**src/design/assert_macros.svh**
```systemverilog
// Assertion macros shared by the tokenizer RTL.
// Needs signals named clock and reset in the including scope.
`ifndef ASSERT_MACROS_SVH
`define ASSERT_MACROS_SVH

// Property checked on every clock edge outside reset.
`define ASSERT_CLK(label, prop, msg) \
   label: assert property (@(posedge clock) disable iff (reset) (prop)) else $error(msg);

// Expression that must never be true outside reset.
`define ASSERT_NEVER(label, expr, msg) \
   label: assert property (@(posedge clock) disable iff (reset) !(expr)) else $error(msg);

`endif

```
**src/design/csvft_pkg.sv**
```systemverilog
// Package for the CSV field tokenizer: types, codes and constants.
// No dependencies; used by csvft_core and csv_field_tokenizer.
package csvft_pkg;

   localparam int DEF_MAX_ROWS = 1024;
   localparam int DEF_MAX_COLS = 64;

   localparam int ROW_W  = 10;
   localparam int COL_W  = 6;
   localparam int CHAR_W = 8;
   localparam int SLOTS  = 3;

   localparam logic [CHAR_W-1:0] CH_QUOTE   = 8'h22;
   localparam logic [CHAR_W-1:0] CH_COMMA   = 8'h2C;
   localparam logic [CHAR_W-1:0] CH_NEWLINE = 8'h0A;

   typedef enum logic [1:0] {
      MODE_START      = 2'd0,
      MODE_UNQUOTED   = 2'd1,
      MODE_QUOTED     = 2'd2,
      MODE_QUOTE_SEEN = 2'd3
   } mode_type;

   typedef enum logic {
      KIND_CHAR      = 1'b0,
      KIND_FIELD_END = 1'b1
   } kind_type;

   typedef struct packed {
      kind_type          kind;
      logic [ROW_W-1:0]  row;
      logic [COL_W-1:0]  column;
      logic [CHAR_W-1:0] char_out;
   } result_type;

   // Results caused by one byte, slot 0 first.
   typedef struct packed {
      logic [1:0]             cnt;
      result_type [SLOTS-1:0] slot;
   } step_out_type;

endpackage

```
**src/design/csvft_core.sv**
```systemverilog
// Tokenizer state (mode, row, column, field flag) and per-byte step logic.
// Depends on csvft_pkg.
module csvft_core #(
   parameter int MAX_ROWS = csvft_pkg::DEF_MAX_ROWS,
   parameter int MAX_COLS = csvft_pkg::DEF_MAX_COLS
) (
   input  logic                          clock,
   input  logic                          reset,
   input  logic                          advance,
   input  logic [csvft_pkg::CHAR_W-1:0]  data_byte,
   input  logic                          end_of_file,
   output csvft_pkg::step_out_type       step_out
);

   localparam int RW = $clog2(MAX_ROWS + 1);
   localparam int CW = $clog2(MAX_COLS + 1);
   localparam logic [RW-1:0] ROW_LIMIT = RW'(MAX_ROWS);
   localparam logic [CW-1:0] COL_LIMIT = CW'(MAX_COLS);

   csvft_pkg::mode_type mode_ff, mode_in;
   logic [RW-1:0]       row_ff, row_in;
   logic [CW-1:0]       col_ff, col_in;
   logic                nonempty_ff, nonempty_in;

   function automatic logic [csvft_pkg::ROW_W-1:0] row_field(input logic [RW-1:0] v);
      logic [RW+csvft_pkg::ROW_W-1:0] ext;
      ext = {{csvft_pkg::ROW_W{1'b0}}, v};
      return ext[csvft_pkg::ROW_W-1:0];
   endfunction

   function automatic logic [csvft_pkg::COL_W-1:0] col_field(input logic [CW-1:0] v);
      logic [CW+csvft_pkg::COL_W-1:0] ext;
      ext = {{csvft_pkg::COL_W{1'b0}}, v};
      return ext[csvft_pkg::COL_W-1:0];
   endfunction

   always_ff @(posedge clock) begin
      if (reset) begin
         mode_ff     <= csvft_pkg::MODE_START;
         row_ff      <= '0;
         col_ff      <= '0;
         nonempty_ff <= 1'b0;
      end else if (advance) begin
         mode_ff     <= mode_in;
         row_ff      <= row_in;
         col_ff      <= col_in;
         nonempty_ff <= nonempty_in;
      end
   end

   always_comb begin
      csvft_pkg::mode_type m_hd;
      logic                is_nl, is_q, is_comma, in_range;
      logic                do_a, do_b, do_c;
      logic [RW-1:0]       r;
      logic [CW-1:0]       c;
      logic                nz;
      logic [1:0]          n;

      is_nl    = (data_byte == csvft_pkg::CH_NEWLINE);
      is_q     = (data_byte == csvft_pkg::CH_QUOTE);
      is_comma = (data_byte == csvft_pkg::CH_COMMA);
      in_range = (row_ff < ROW_LIMIT) && (col_ff < COL_LIMIT);
      do_a     = 1'b0;
      do_b     = 1'b0;
      do_c     = 1'b0;
      m_hd     = mode_ff;

      if (!in_range || is_nl) begin
         do_c = is_nl;
      end else begin
         case (mode_ff)
            csvft_pkg::MODE_START: begin
               if (is_q) begin
                  m_hd = csvft_pkg::MODE_QUOTED;
               end else if (is_comma) begin
                  do_a = 1'b1;
                  m_hd = csvft_pkg::MODE_START;
               end else begin
                  do_b = 1'b1;
                  m_hd = csvft_pkg::MODE_UNQUOTED;
               end
            end
            csvft_pkg::MODE_UNQUOTED: begin
               if (is_comma) begin
                  do_a = 1'b1;
                  m_hd = csvft_pkg::MODE_START;
               end else begin
                  do_b = 1'b1;
               end
            end
            csvft_pkg::MODE_QUOTED: begin
               if (is_q) m_hd = csvft_pkg::MODE_QUOTE_SEEN;
               else      do_b = 1'b1;
            end
            csvft_pkg::MODE_QUOTE_SEEN: begin
               if (is_q) begin
                  // doubled quote: literal quote, stay quoted
                  do_b = 1'b1;
                  m_hd = csvft_pkg::MODE_QUOTED;
               end else if (is_comma) begin
                  do_a = 1'b1;
                  m_hd = csvft_pkg::MODE_START;
               end else begin
                  // stray byte after closing quote opens a new unquoted field
                  do_a = 1'b1;
                  do_b = ((col_ff + CW'(1)) < COL_LIMIT);
                  m_hd = do_b ? csvft_pkg::MODE_UNQUOTED : csvft_pkg::MODE_START;
               end
            end
            default: m_hd = csvft_pkg::MODE_START;
         endcase
      end

      // final byte closes the open line unless it was a newline already
      if (end_of_file && !is_nl) do_c = 1'b1;

      r        = row_ff;
      c        = col_ff;
      nz       = nonempty_ff;
      n        = '0;
      step_out = '0;

      if (do_a) begin
         if (nz) begin
            step_out.slot[n].kind   = csvft_pkg::KIND_FIELD_END;
            step_out.slot[n].row    = row_field(r);
            step_out.slot[n].column = col_field(c);
            n = n + 2'd1;
         end
         nz = 1'b0;
         if (c < COL_LIMIT) c = c + CW'(1);
      end
      if (do_b) begin
         step_out.slot[n].kind     = csvft_pkg::KIND_CHAR;
         step_out.slot[n].row      = row_field(r);
         step_out.slot[n].column   = col_field(c);
         step_out.slot[n].char_out = data_byte;
         n  = n + 2'd1;
         nz = 1'b1;
      end
      if (do_c) begin
         if (nz) begin
            step_out.slot[n].kind   = csvft_pkg::KIND_FIELD_END;
            step_out.slot[n].row    = row_field(r);
            step_out.slot[n].column = col_field(c);
            n = n + 2'd1;
         end
         nz = 1'b0;
         if (r < ROW_LIMIT) r = r + RW'(1);
         c = '0;
      end
      step_out.cnt = n;

      mode_in     = do_c ? csvft_pkg::MODE_START : m_hd;
      row_in      = r;
      col_in      = c;
      nonempty_in = nz;
      if (end_of_file) begin
         mode_in     = csvft_pkg::MODE_START;
         row_in      = '0;
         col_in      = '0;
         nonempty_in = 1'b0;
      end
   end

endmodule

```
**src/design/csv_field_tokenizer.sv**
```systemverilog
// CSV field tokenizer top level: input register, result buffer and drain.
// Depends on csvft_pkg, csvft_core and assert_macros.svh.
//
// Takes one CSV byte per transaction on the req_ channel and returns the
// field characters and field-end markers on the rsp_ channel, each tagged
// with row and column; rsp_last marks the final result of a byte. Quoted
// fields follow the usual CSV rules (doubled quote is a literal quote);
// columns at or past MAX_COLS and rows at or past MAX_ROWS give no results.
// Rate: a byte is accepted every cycle as long as each byte yields at most
// one result and rsp_stall is low. A byte yielding k results (k up to 3)
// holds the 3-entry result buffer until all k are drained, and the next
// byte with results waits for that; bytes yielding no result update state
// without using the buffer. An accepted byte passes through the input
// register, then the result buffer. The result buffer is drained one entry
// per rsp_ transaction; a new byte is loaded in the same cycle its last
// entry leaves, so no bubbles. No clearing pass: ready right after reset.
`include "assert_macros.svh"

module csv_field_tokenizer #(
   parameter int MAX_ROWS = csvft_pkg::DEF_MAX_ROWS,
   parameter int MAX_COLS = csvft_pkg::DEF_MAX_COLS
) (
   input  logic                          clock,
   input  logic                          reset,
   // byte input
   input  logic                          req_valid,
   output logic                          req_stall,
   input  logic [csvft_pkg::CHAR_W-1:0]  req_data_byte,
   input  logic                          req_end_of_file,
   // token output
   output logic                          rsp_valid,
   input  logic                          rsp_stall,
   output logic                          rsp_kind,
   output logic [csvft_pkg::ROW_W-1:0]   rsp_row,
   output logic [csvft_pkg::COL_W-1:0]   rsp_column,
   output logic [csvft_pkg::CHAR_W-1:0]  rsp_char_out,
   output logic                          rsp_last
);

   // Input register
   logic                         in_valid_ff, in_valid_in;
   logic [csvft_pkg::CHAR_W-1:0] in_byte_ff;
   logic                         in_eof_ff;

   // Result buffer
   csvft_pkg::result_type [csvft_pkg::SLOTS-1:0] buf_ff;
   logic [1:0]                   cnt_ff, cnt_in;
   logic [1:0]                   idx_ff, idx_in;
   logic                         buf_valid_ff, buf_valid_in;

   csvft_pkg::step_out_type      step_out;
   csvft_pkg::result_type        cur;
   logic                         advance, load, pop, last_slot, buf_free;

   csvft_core #(
      .MAX_ROWS (MAX_ROWS),
      .MAX_COLS (MAX_COLS)
   ) u_core (
      .clock       (clock),
      .reset       (reset),
      .advance     (advance),
      .data_byte   (in_byte_ff),
      .end_of_file (in_eof_ff),
      .step_out    (step_out)
   );

   // Drain side
   assign cur       = buf_ff[idx_ff];
   assign pop       = buf_valid_ff && !rsp_stall;
   assign last_slot = (idx_ff == (cnt_ff - 2'd1));
   assign buf_free  = !buf_valid_ff || (pop && last_slot);

   // A byte with no results updates state without touching the buffer.
   assign advance   = in_valid_ff && ((step_out.cnt == 2'd0) || buf_free);
   assign load      = advance && (step_out.cnt != 2'd0);
   assign req_stall = in_valid_ff && !advance;

   assign rsp_valid    = buf_valid_ff;
   assign rsp_kind     = cur.kind;
   assign rsp_row      = cur.row;
   assign rsp_column   = cur.column;
   assign rsp_char_out = cur.char_out;
   assign rsp_last     = last_slot;

   always_comb begin
      in_valid_in  = req_stall ? in_valid_ff : req_valid;
      buf_valid_in = buf_valid_ff;
      cnt_in       = cnt_ff;
      idx_in       = idx_ff;
      if (load) begin
         buf_valid_in = 1'b1;
         cnt_in       = step_out.cnt;
         idx_in       = '0;
      end else if (pop) begin
         if (last_slot) buf_valid_in = 1'b0;
         else           idx_in = idx_ff + 2'd1;
      end
   end

   always_ff @(posedge clock) begin
      if (reset) begin
         in_valid_ff  <= 1'b0;
         buf_valid_ff <= 1'b0;
         cnt_ff       <= '0;
         idx_ff       <= '0;
      end else begin
         in_valid_ff  <= in_valid_in;
         buf_valid_ff <= buf_valid_in;
         cnt_ff       <= cnt_in;
         idx_ff       <= idx_in;
      end
   end

   // Payload registers
   always_ff @(posedge clock) begin
      if (req_valid && !req_stall) begin
         in_byte_ff <= req_data_byte;
         in_eof_ff  <= req_end_of_file;
      end
      if (load) buf_ff <= step_out.slot;
   end

   // Checks
   `ASSERT_CLK(a_idx_in_range, buf_valid_ff |-> (idx_ff < cnt_ff), "buffer index past count")
   `ASSERT_CLK(a_no_gap_in_burst, (pop && !last_slot) |=> rsp_valid, "results of a byte split")
   `ASSERT_NEVER(a_end_char_zero, rsp_valid && (rsp_kind == csvft_pkg::KIND_FIELD_END) && (rsp_char_out != '0), "field end carries a char")
   `ASSERT_NEVER(a_load_overrun, load && !buf_free, "buffer overwritten")

endmodule
```
**config.mk**
```make
export PLATFORM = sky130hd
export DESIGN_NAME = csv_field_tokenizer
export DESIGN_NICKNAME = d
export VERILOG_FILES = /design/src/design/csvft_pkg.sv /design/src/design/csvft_core.sv /design/src/design/csv_field_tokenizer.sv
export VERILOG_INCLUDE_DIRS = /design/src /design/src/design
export SDC_FILE = /design/constraint.sdc
export NUM_CORES = 1
export LEC_CHECK = 0
export BUFFER_PORTS_ARGS = -buffer_cell sky130_fd_sc_hd__buf_2
export CAP_MARGIN = 20
export CORE_ASPECT_RATIO = 2
export CORE_MARGIN = 3
export CORE_UTILIZATION = 50
export DETAILED_ROUTE_END_ITERATION = 6
export GPL_TIMING_DRIVEN = 0
export PLACE_DENSITY_LB_ADDON = 0.3
export SYNTH_ARGS = -nofsm -noshare
export SYNTH_HDL_FRONTEND = slang
export SYNTH_SLANG_ARGS = --single-unit
```
**constraint.sdc**
```tcl
create_clock -name clock -period 8.35 [get_ports clock]
set_clock_uncertainty 0.1 [all_clocks]
set_input_delay 1.2525 -clock clock [delete_from_list [all_inputs] [get_ports clock]]
set_output_delay 1.2525 -clock clock [all_outputs]
set_load 0.02 [all_outputs]
```
# Word-level counts from Yosys, hierarchy flattened
# Index checks and enable logic that the tools add are counted.
# W data, S select, Z words.
# op_classes
n_addsub,6
mul,0
n_div,0
magnitude_cmp,8
eq_ne,10
n_shift,0
mux,71
n_bitwise,1
n_reduce_logical,34
# op_table
operator,n
$bwmux W75,7
$demux W25 S2,7
$mux W75,3
$mux W25,3
$bmux W25 S2,1
$mux W24,2
$mux W17,2
$mux W11,3
$mux W14,2
$mux W7,4
$mux W2,12
$mux W1,21
$eq A8 B6 Y1 const B,2
$lt A7 B7 Y1 const B,2
$add A11 B1 Y11 const B,1
$lt A11 B11 Y1 const B,1
$logic_and A1 B1 Y1,10
$reduce_bool A2 Y1,5
$lt A2 B3 Y1 const B,3
$eq A8 B4 Y1 const B,1
$mux W8,1
$ne A4 B2 Y1 const B,2
$pmux W2 S4,1
$add A7 B1 Y7 const B,1
18 further kinds,33
# word_totals
regBits,111
latch_bits,0
ramBits,0
rom_bits,0
inputBits,13
wordCells,153
mem_count,0

# Depth between registers and ports, before layout
# logic_depth
depth_word,20
depth_mapped,17

# Modules after synthesis
# A second synthesis with hierarchy kept.
# hier_totals
cells_unflattened,503
hier_area_um2,5459.0
# modules_own_cells
module,instances,cells_per_inst,area_each_um2
csv_field_tokenizer,1,216,3405.8
csvft_core,1,287,2053.2

# Least setup slack after synthesis
# OpenSTA, ideal clock, no wires.
# synth_timing
kind,register to register
startpoint,reg in_byte_ff[7] (netlist bit)
endpoint,"reg buf_ff[0] (netlist bit), enable pin"
setup_time_ps,494
arrival_time_ps,5781
setup_slack_ps,1975
path_stages_with_launch,12
n_path_buf,3
path_cell_list,edfxtp_1 or4_4 or4_4 and3_1 buf_2 and2_1 clkbuf_1 clkbuf_1 ha_1 a311o_1 o211ai_1 nor2_1
# synth_between
elab_chain_len,15
word_cells_on_any_way,32
cone_classes,add/sub: 2; eq/ne: 3; mux: 19; reduce/logical: 8
# synth_lines
element,line_no,source
from (decl),csv_field_tokenizer.sv:42,logic [csvft_pkg::CHAR_W-1:0] in_byte_ff;
from (signal assigned),csv_field_tokenizer.sv:117,in_byte_ff <= req_data_byte;
$eq A8 B6 Y1,csvft_core.sv:62,is_comma = (data_byte == csvft_pkg::CH_COMMA);
$mux W1,"csvft_core.sv:76, csvft_core.sv:85",
$mux W1,csvft_core.sv:74,if (is_q) begin
$pmux W1 S3,csvft_core.sv:72,case (mode_ff)
$mux W1,csvft_core.sv:69,if (!in_range || is_nl) begin
$mux W2,csvft_core.sv:124,if (do_a) begin
$add A2 B1 Y2,csvft_core.sv:139,n = n + 2'd1;
$mux W2,csvft_core.sv:134,if (do_b) begin
$add A2 B1 Y2,csvft_core.sv:147,n = n + 2'd1;
$mux W2,csvft_core.sv:143,if (nz) begin
$mux W2 (*),csvft_core.sv:142,if (do_c) begin
$logic_not A2 Y1,csv_field_tokenizer.sv:74,assign advance = in_valid_ff && ((step_out.cnt == 2'd0) || buf_free);
$logic_or A1 B1 Y1,csv_field_tokenizer.sv:74,
$logic_and A1 B1 Y1,csv_field_tokenizer.sv:74,
$logic_and A1 B1 Y1 (*),csv_field_tokenizer.sv:75,assign load = advance && (step_out.cnt != 2'd0);
to (signal assigned),csv_field_tokenizer.sv:120,if (load) buf_ff <= step_out.slot;
to (decl),csv_field_tokenizer.sv:46,csvft_pkg::result_type [csvft_pkg::SLOTS-1:0] buf_ff;
# Mark *: on every way between the ends. The rest lies on a longest branch, timed or not.
# A chain may end at the register's enable or synchronous reset.

# Worst setup path after layout
# layout_timing
startpoint,reg in_byte_ff[7] (netlist bit)
endpoint,out req_stall
# layout_between
elab_chain_len,16
word_cells_on_any_way,32
cone_classes,add/sub: 2; eq/ne: 3; mux: 19; reduce/logical: 8
# layout_lines
element,line_no,source
$eq A8 B6 Y1,csvft_core.sv:62,
$mux W1,"csvft_core.sv:76, csvft_core.sv:85",
$mux W1,csvft_core.sv:74,
$pmux W1 S3,csvft_core.sv:72,
$mux W1,csvft_core.sv:69,
$mux W2,csvft_core.sv:124,
$add A2 B1 Y2,csvft_core.sv:139,
$mux W2,csvft_core.sv:134,
$add A2 B1 Y2,csvft_core.sv:147,
$mux W2,csvft_core.sv:143,
$mux W2 (*),csvft_core.sv:142,
$logic_not A2 Y1 (*),csv_field_tokenizer.sv:74,
$logic_or A1 B1 Y1 (*),csv_field_tokenizer.sv:74,
$logic_and A1 B1 Y1 (*),csv_field_tokenizer.sv:74,
$logic_not A1 Y1 (*),csv_field_tokenizer.sv:76,assign req_stall = in_valid_ff && !advance;
$logic_and A1 B1 Y1 (*),csv_field_tokenizer.sv:76,
to (decl),csv_field_tokenizer.sv:27,"output logic req_stall,"
# Marked as above.

==> reports/metrics.cfg <==
[min_path]
min_path_type=reg -> reg
hold_depth=2
min_to=cnt_ff[0]
worstHoldStart=cnt_ff[0]

[layout]
fin_util=0.592
final_cell_mix=edfxtp_1 (76), buf_2 (41), nand2_1 (39), a21oi_1 (33), nor2_1 (33)
final_common_cell=edfxtp_1
drive_above_1_share=0.128
stdcell_count=672
fin_nets=553
final_area_sq_um=5810
diodes=0
areaGrowthSynthToFinish_pct=14.1

[floorplan]
fp.dieH_um=149
die_x_um=77.4
row_count=51
io_pins=41
coreArea_sq_um=9830
start_util=0.518
die_area_sq_um=11500

[critical_path]
r2r-start=in_byte_ff[7]
critical_path_class=reg -> out
worst_r2r_path_depth=13
cp_cell_sequence=or4_4 > or4_4 > and3_1 > buf_2 > and2_1 > clkbuf_1 > inv_2 > clkbuf_1 > ha_1 > nand3_1 > o211ai_1 > nor2_1 > buf_2
rr_endpoint=in_byte_ff[6]
crit_fanout=10
cp.required_ns=7.00
critPathCaptureType=primary output
critical_path.slowest_cell=or4_4
worst_path_largest_cell_delay_ns=0.59
cp.arrival_ns=4.51
worstSetupStartpointType=register
r2r_slack_ns=3.25

[route]
drt_wl_total_um=12300
vias=3967
vias_per_cell=5.90
wire_per_inst_um=18.3
first_iter_violations=184
drc=0
firstDrtPassIters=5
antenna_left=0

[synthesis]
yosys_warnings=0
yosysTopAreaCellShare=0.448
ys_ff_latch=103
synth_top_area_cell=edfxtp_1
synth-edff-count=76
synthCells=483
syn-num-nets=501
ys_types=57
syn_area_sq_um=5090
ys_seq_area_frac=0.554
synth_area_leaders=edfxtp_1 (45%), dfxtp_1 (11%), mux2i_1 (5.1%), a21oi_1 (3.2%), nand2_1 (2.9%)
async_flop_share=0
avgSynthCellArea_sq_um=10.5
ys.flop_type=edfxtp_1

[timing]
max_freq_ghz=0.170
tns_ns=0
finalWorstSetupSlack_ns=2.48
drv_slew=0
hold_ws_ns=0.380
relSlewSlack=0.335
fin_crit_ns=5.87
hold_viol_final=0
fin_crit_sh=0.702
setup_violations=0
tightestPinTransition_ns=0.998
grt_setup_unrepaired=no

[pwr]
p_per_area_nw_per_um2=191
peakVddDrop_uv=146
cellLeakagePower_nw=1.97
p_total_mw=1.11

[global_routing]
grt_pass1_vias=4029
grt_overflow=0
grt.total_usage=0.222
antenna_found_initial=0
grt_pass1_wl_um=19700
grt_max_degree=31

[clocking]
cts_buffer_depth=2
clock-sinks=103
tritoncts=yes
root_buffer=clkbuf_16
clock_latency_ns=0.35
cts_resized=0
hold_buffers=0
cts_max_level=3
cts_made_buffers=9
clkTransAtPathRegs_ns=0.07
postCtsSetupBuffers=0

[outcome]
status=finished, final reports clean

[run]
drv_cap=0

[place]
hpwl_um=9160
placed_area_sq_um=5510
pre_cts_ws_ns=2.87
place.gp.congestion=0.946
portBuffers=39
dp.cells=656

-- synth_stat cells, types with 3 or more instances --
| cell type | count |
|---|---|
| or4_1 | 8 |
| and3_1 | 19 |
| nand3_1 | 11 |
| nor2b_1 | 19 |
| mux2i_1 | 26 |
| edfxtp_1 | 76 |
| ha_1 | 5 |
| o21ai_1 | 11 |
| o31ai_1 | 8 |
| nor3_1 | 5 |
| or3_1 | 5 |
| nand2_1 | 39 |
| nor3b_1 | 3 |
| nand2b_1 | 4 |
| nor4_1 | 4 |
| o22ai_1 | 3 |
| a211oi_1 | 4 |
| o21a_1 | 4 |
| and2_1 | 9 |
| o21ai_0 | 27 |
| xnor2_1 | 7 |
| buf_1 | 3 |
| a21oi_1 | 33 |
| a21o_1 | 3 |
| dfxtp_1 | 27 |
| nand4_1 | 11 |
| clkbuf_1 | 24 |
| nor2_1 | 34 |
| inv_1 | 14 |
-- critical path, delay by kind of cell, from the launching register on --
family          cells  cell delay, ns
compound gates      1            0.47
buf+inv             5            1.17
flops               1            0.46
simple gates        6            1.80
fa+ha+maj           1            0.27
-- cell type report --
cell class | count | area, sq um
buffer | 30 | 123
clock buffer | 9 | 225
clock inverter | 7 | 77.6
fill | 865 | 4010
inverter | 16 | 60.1
multi-input combinational | 334 | 2100
sequential | 103 | 2820
tap | 132 | 165
timing repair buffer | 41 | 243
-- registers in the layout (all words and copies together) (netlist names) --
signal,flops
u_core.mode_ff,2
in_eof_ff,1
u_core.row_ff,11
idx_ff,2
u_core.col_ff,7
in_valid_ff,1
buf_ff,67
cnt_ff,2
u_core.nonempty_ff,1
rsp_valid,1
in_byte_ff,8
-- where the power goes --
group          switching [mW]  internal (mW)  total [mW]
Sequential             0.0101          0.571       0.581
Combinational          0.0704         0.0335       0.104
Clock                   0.190          0.236       0.425
Total                   0.270          0.840        1.11
-- kinds of logic after synthesis --
family | count (synthesis) | synth area share
and+or+nand+nor | 178 | 0.186
AOI/OAI and AO/OA | 117 | 0.147
DFF | 103 | 0.554
buffers and inverters | 46 | 0.0359
muxes | 26 | 0.0511
xor gates and xnor gates | 8 | 0.0138
adders and majority gates | 5 | 0.0123
-- worst max path at each step --
stage	startpoint	endpoint	slack (ns)	cells after the start
floorplan	in_byte_ff[7]	buf_ff[0]	1.97	11
global placement	in_byte_ff[7]	buf_ff[8]	0.61	11
detailed placement	in_byte_ff[7]	req_stall	2.87	13
CTS	in_byte_ff[7]	req_stall	2.49	13
global route	in_byte_ff[7]	req_stall	2.26	13
finish	in_byte_ff[7]	req_stall	2.48	13
-- routing by layer --
metal  GRT usage  wire, um
met2       0.426      6890
met4       0.142       672
met1       0.206      4210
met5           0         0
met3      0.0429       549
Note: power is estimated with default switching activity, not from simulation.
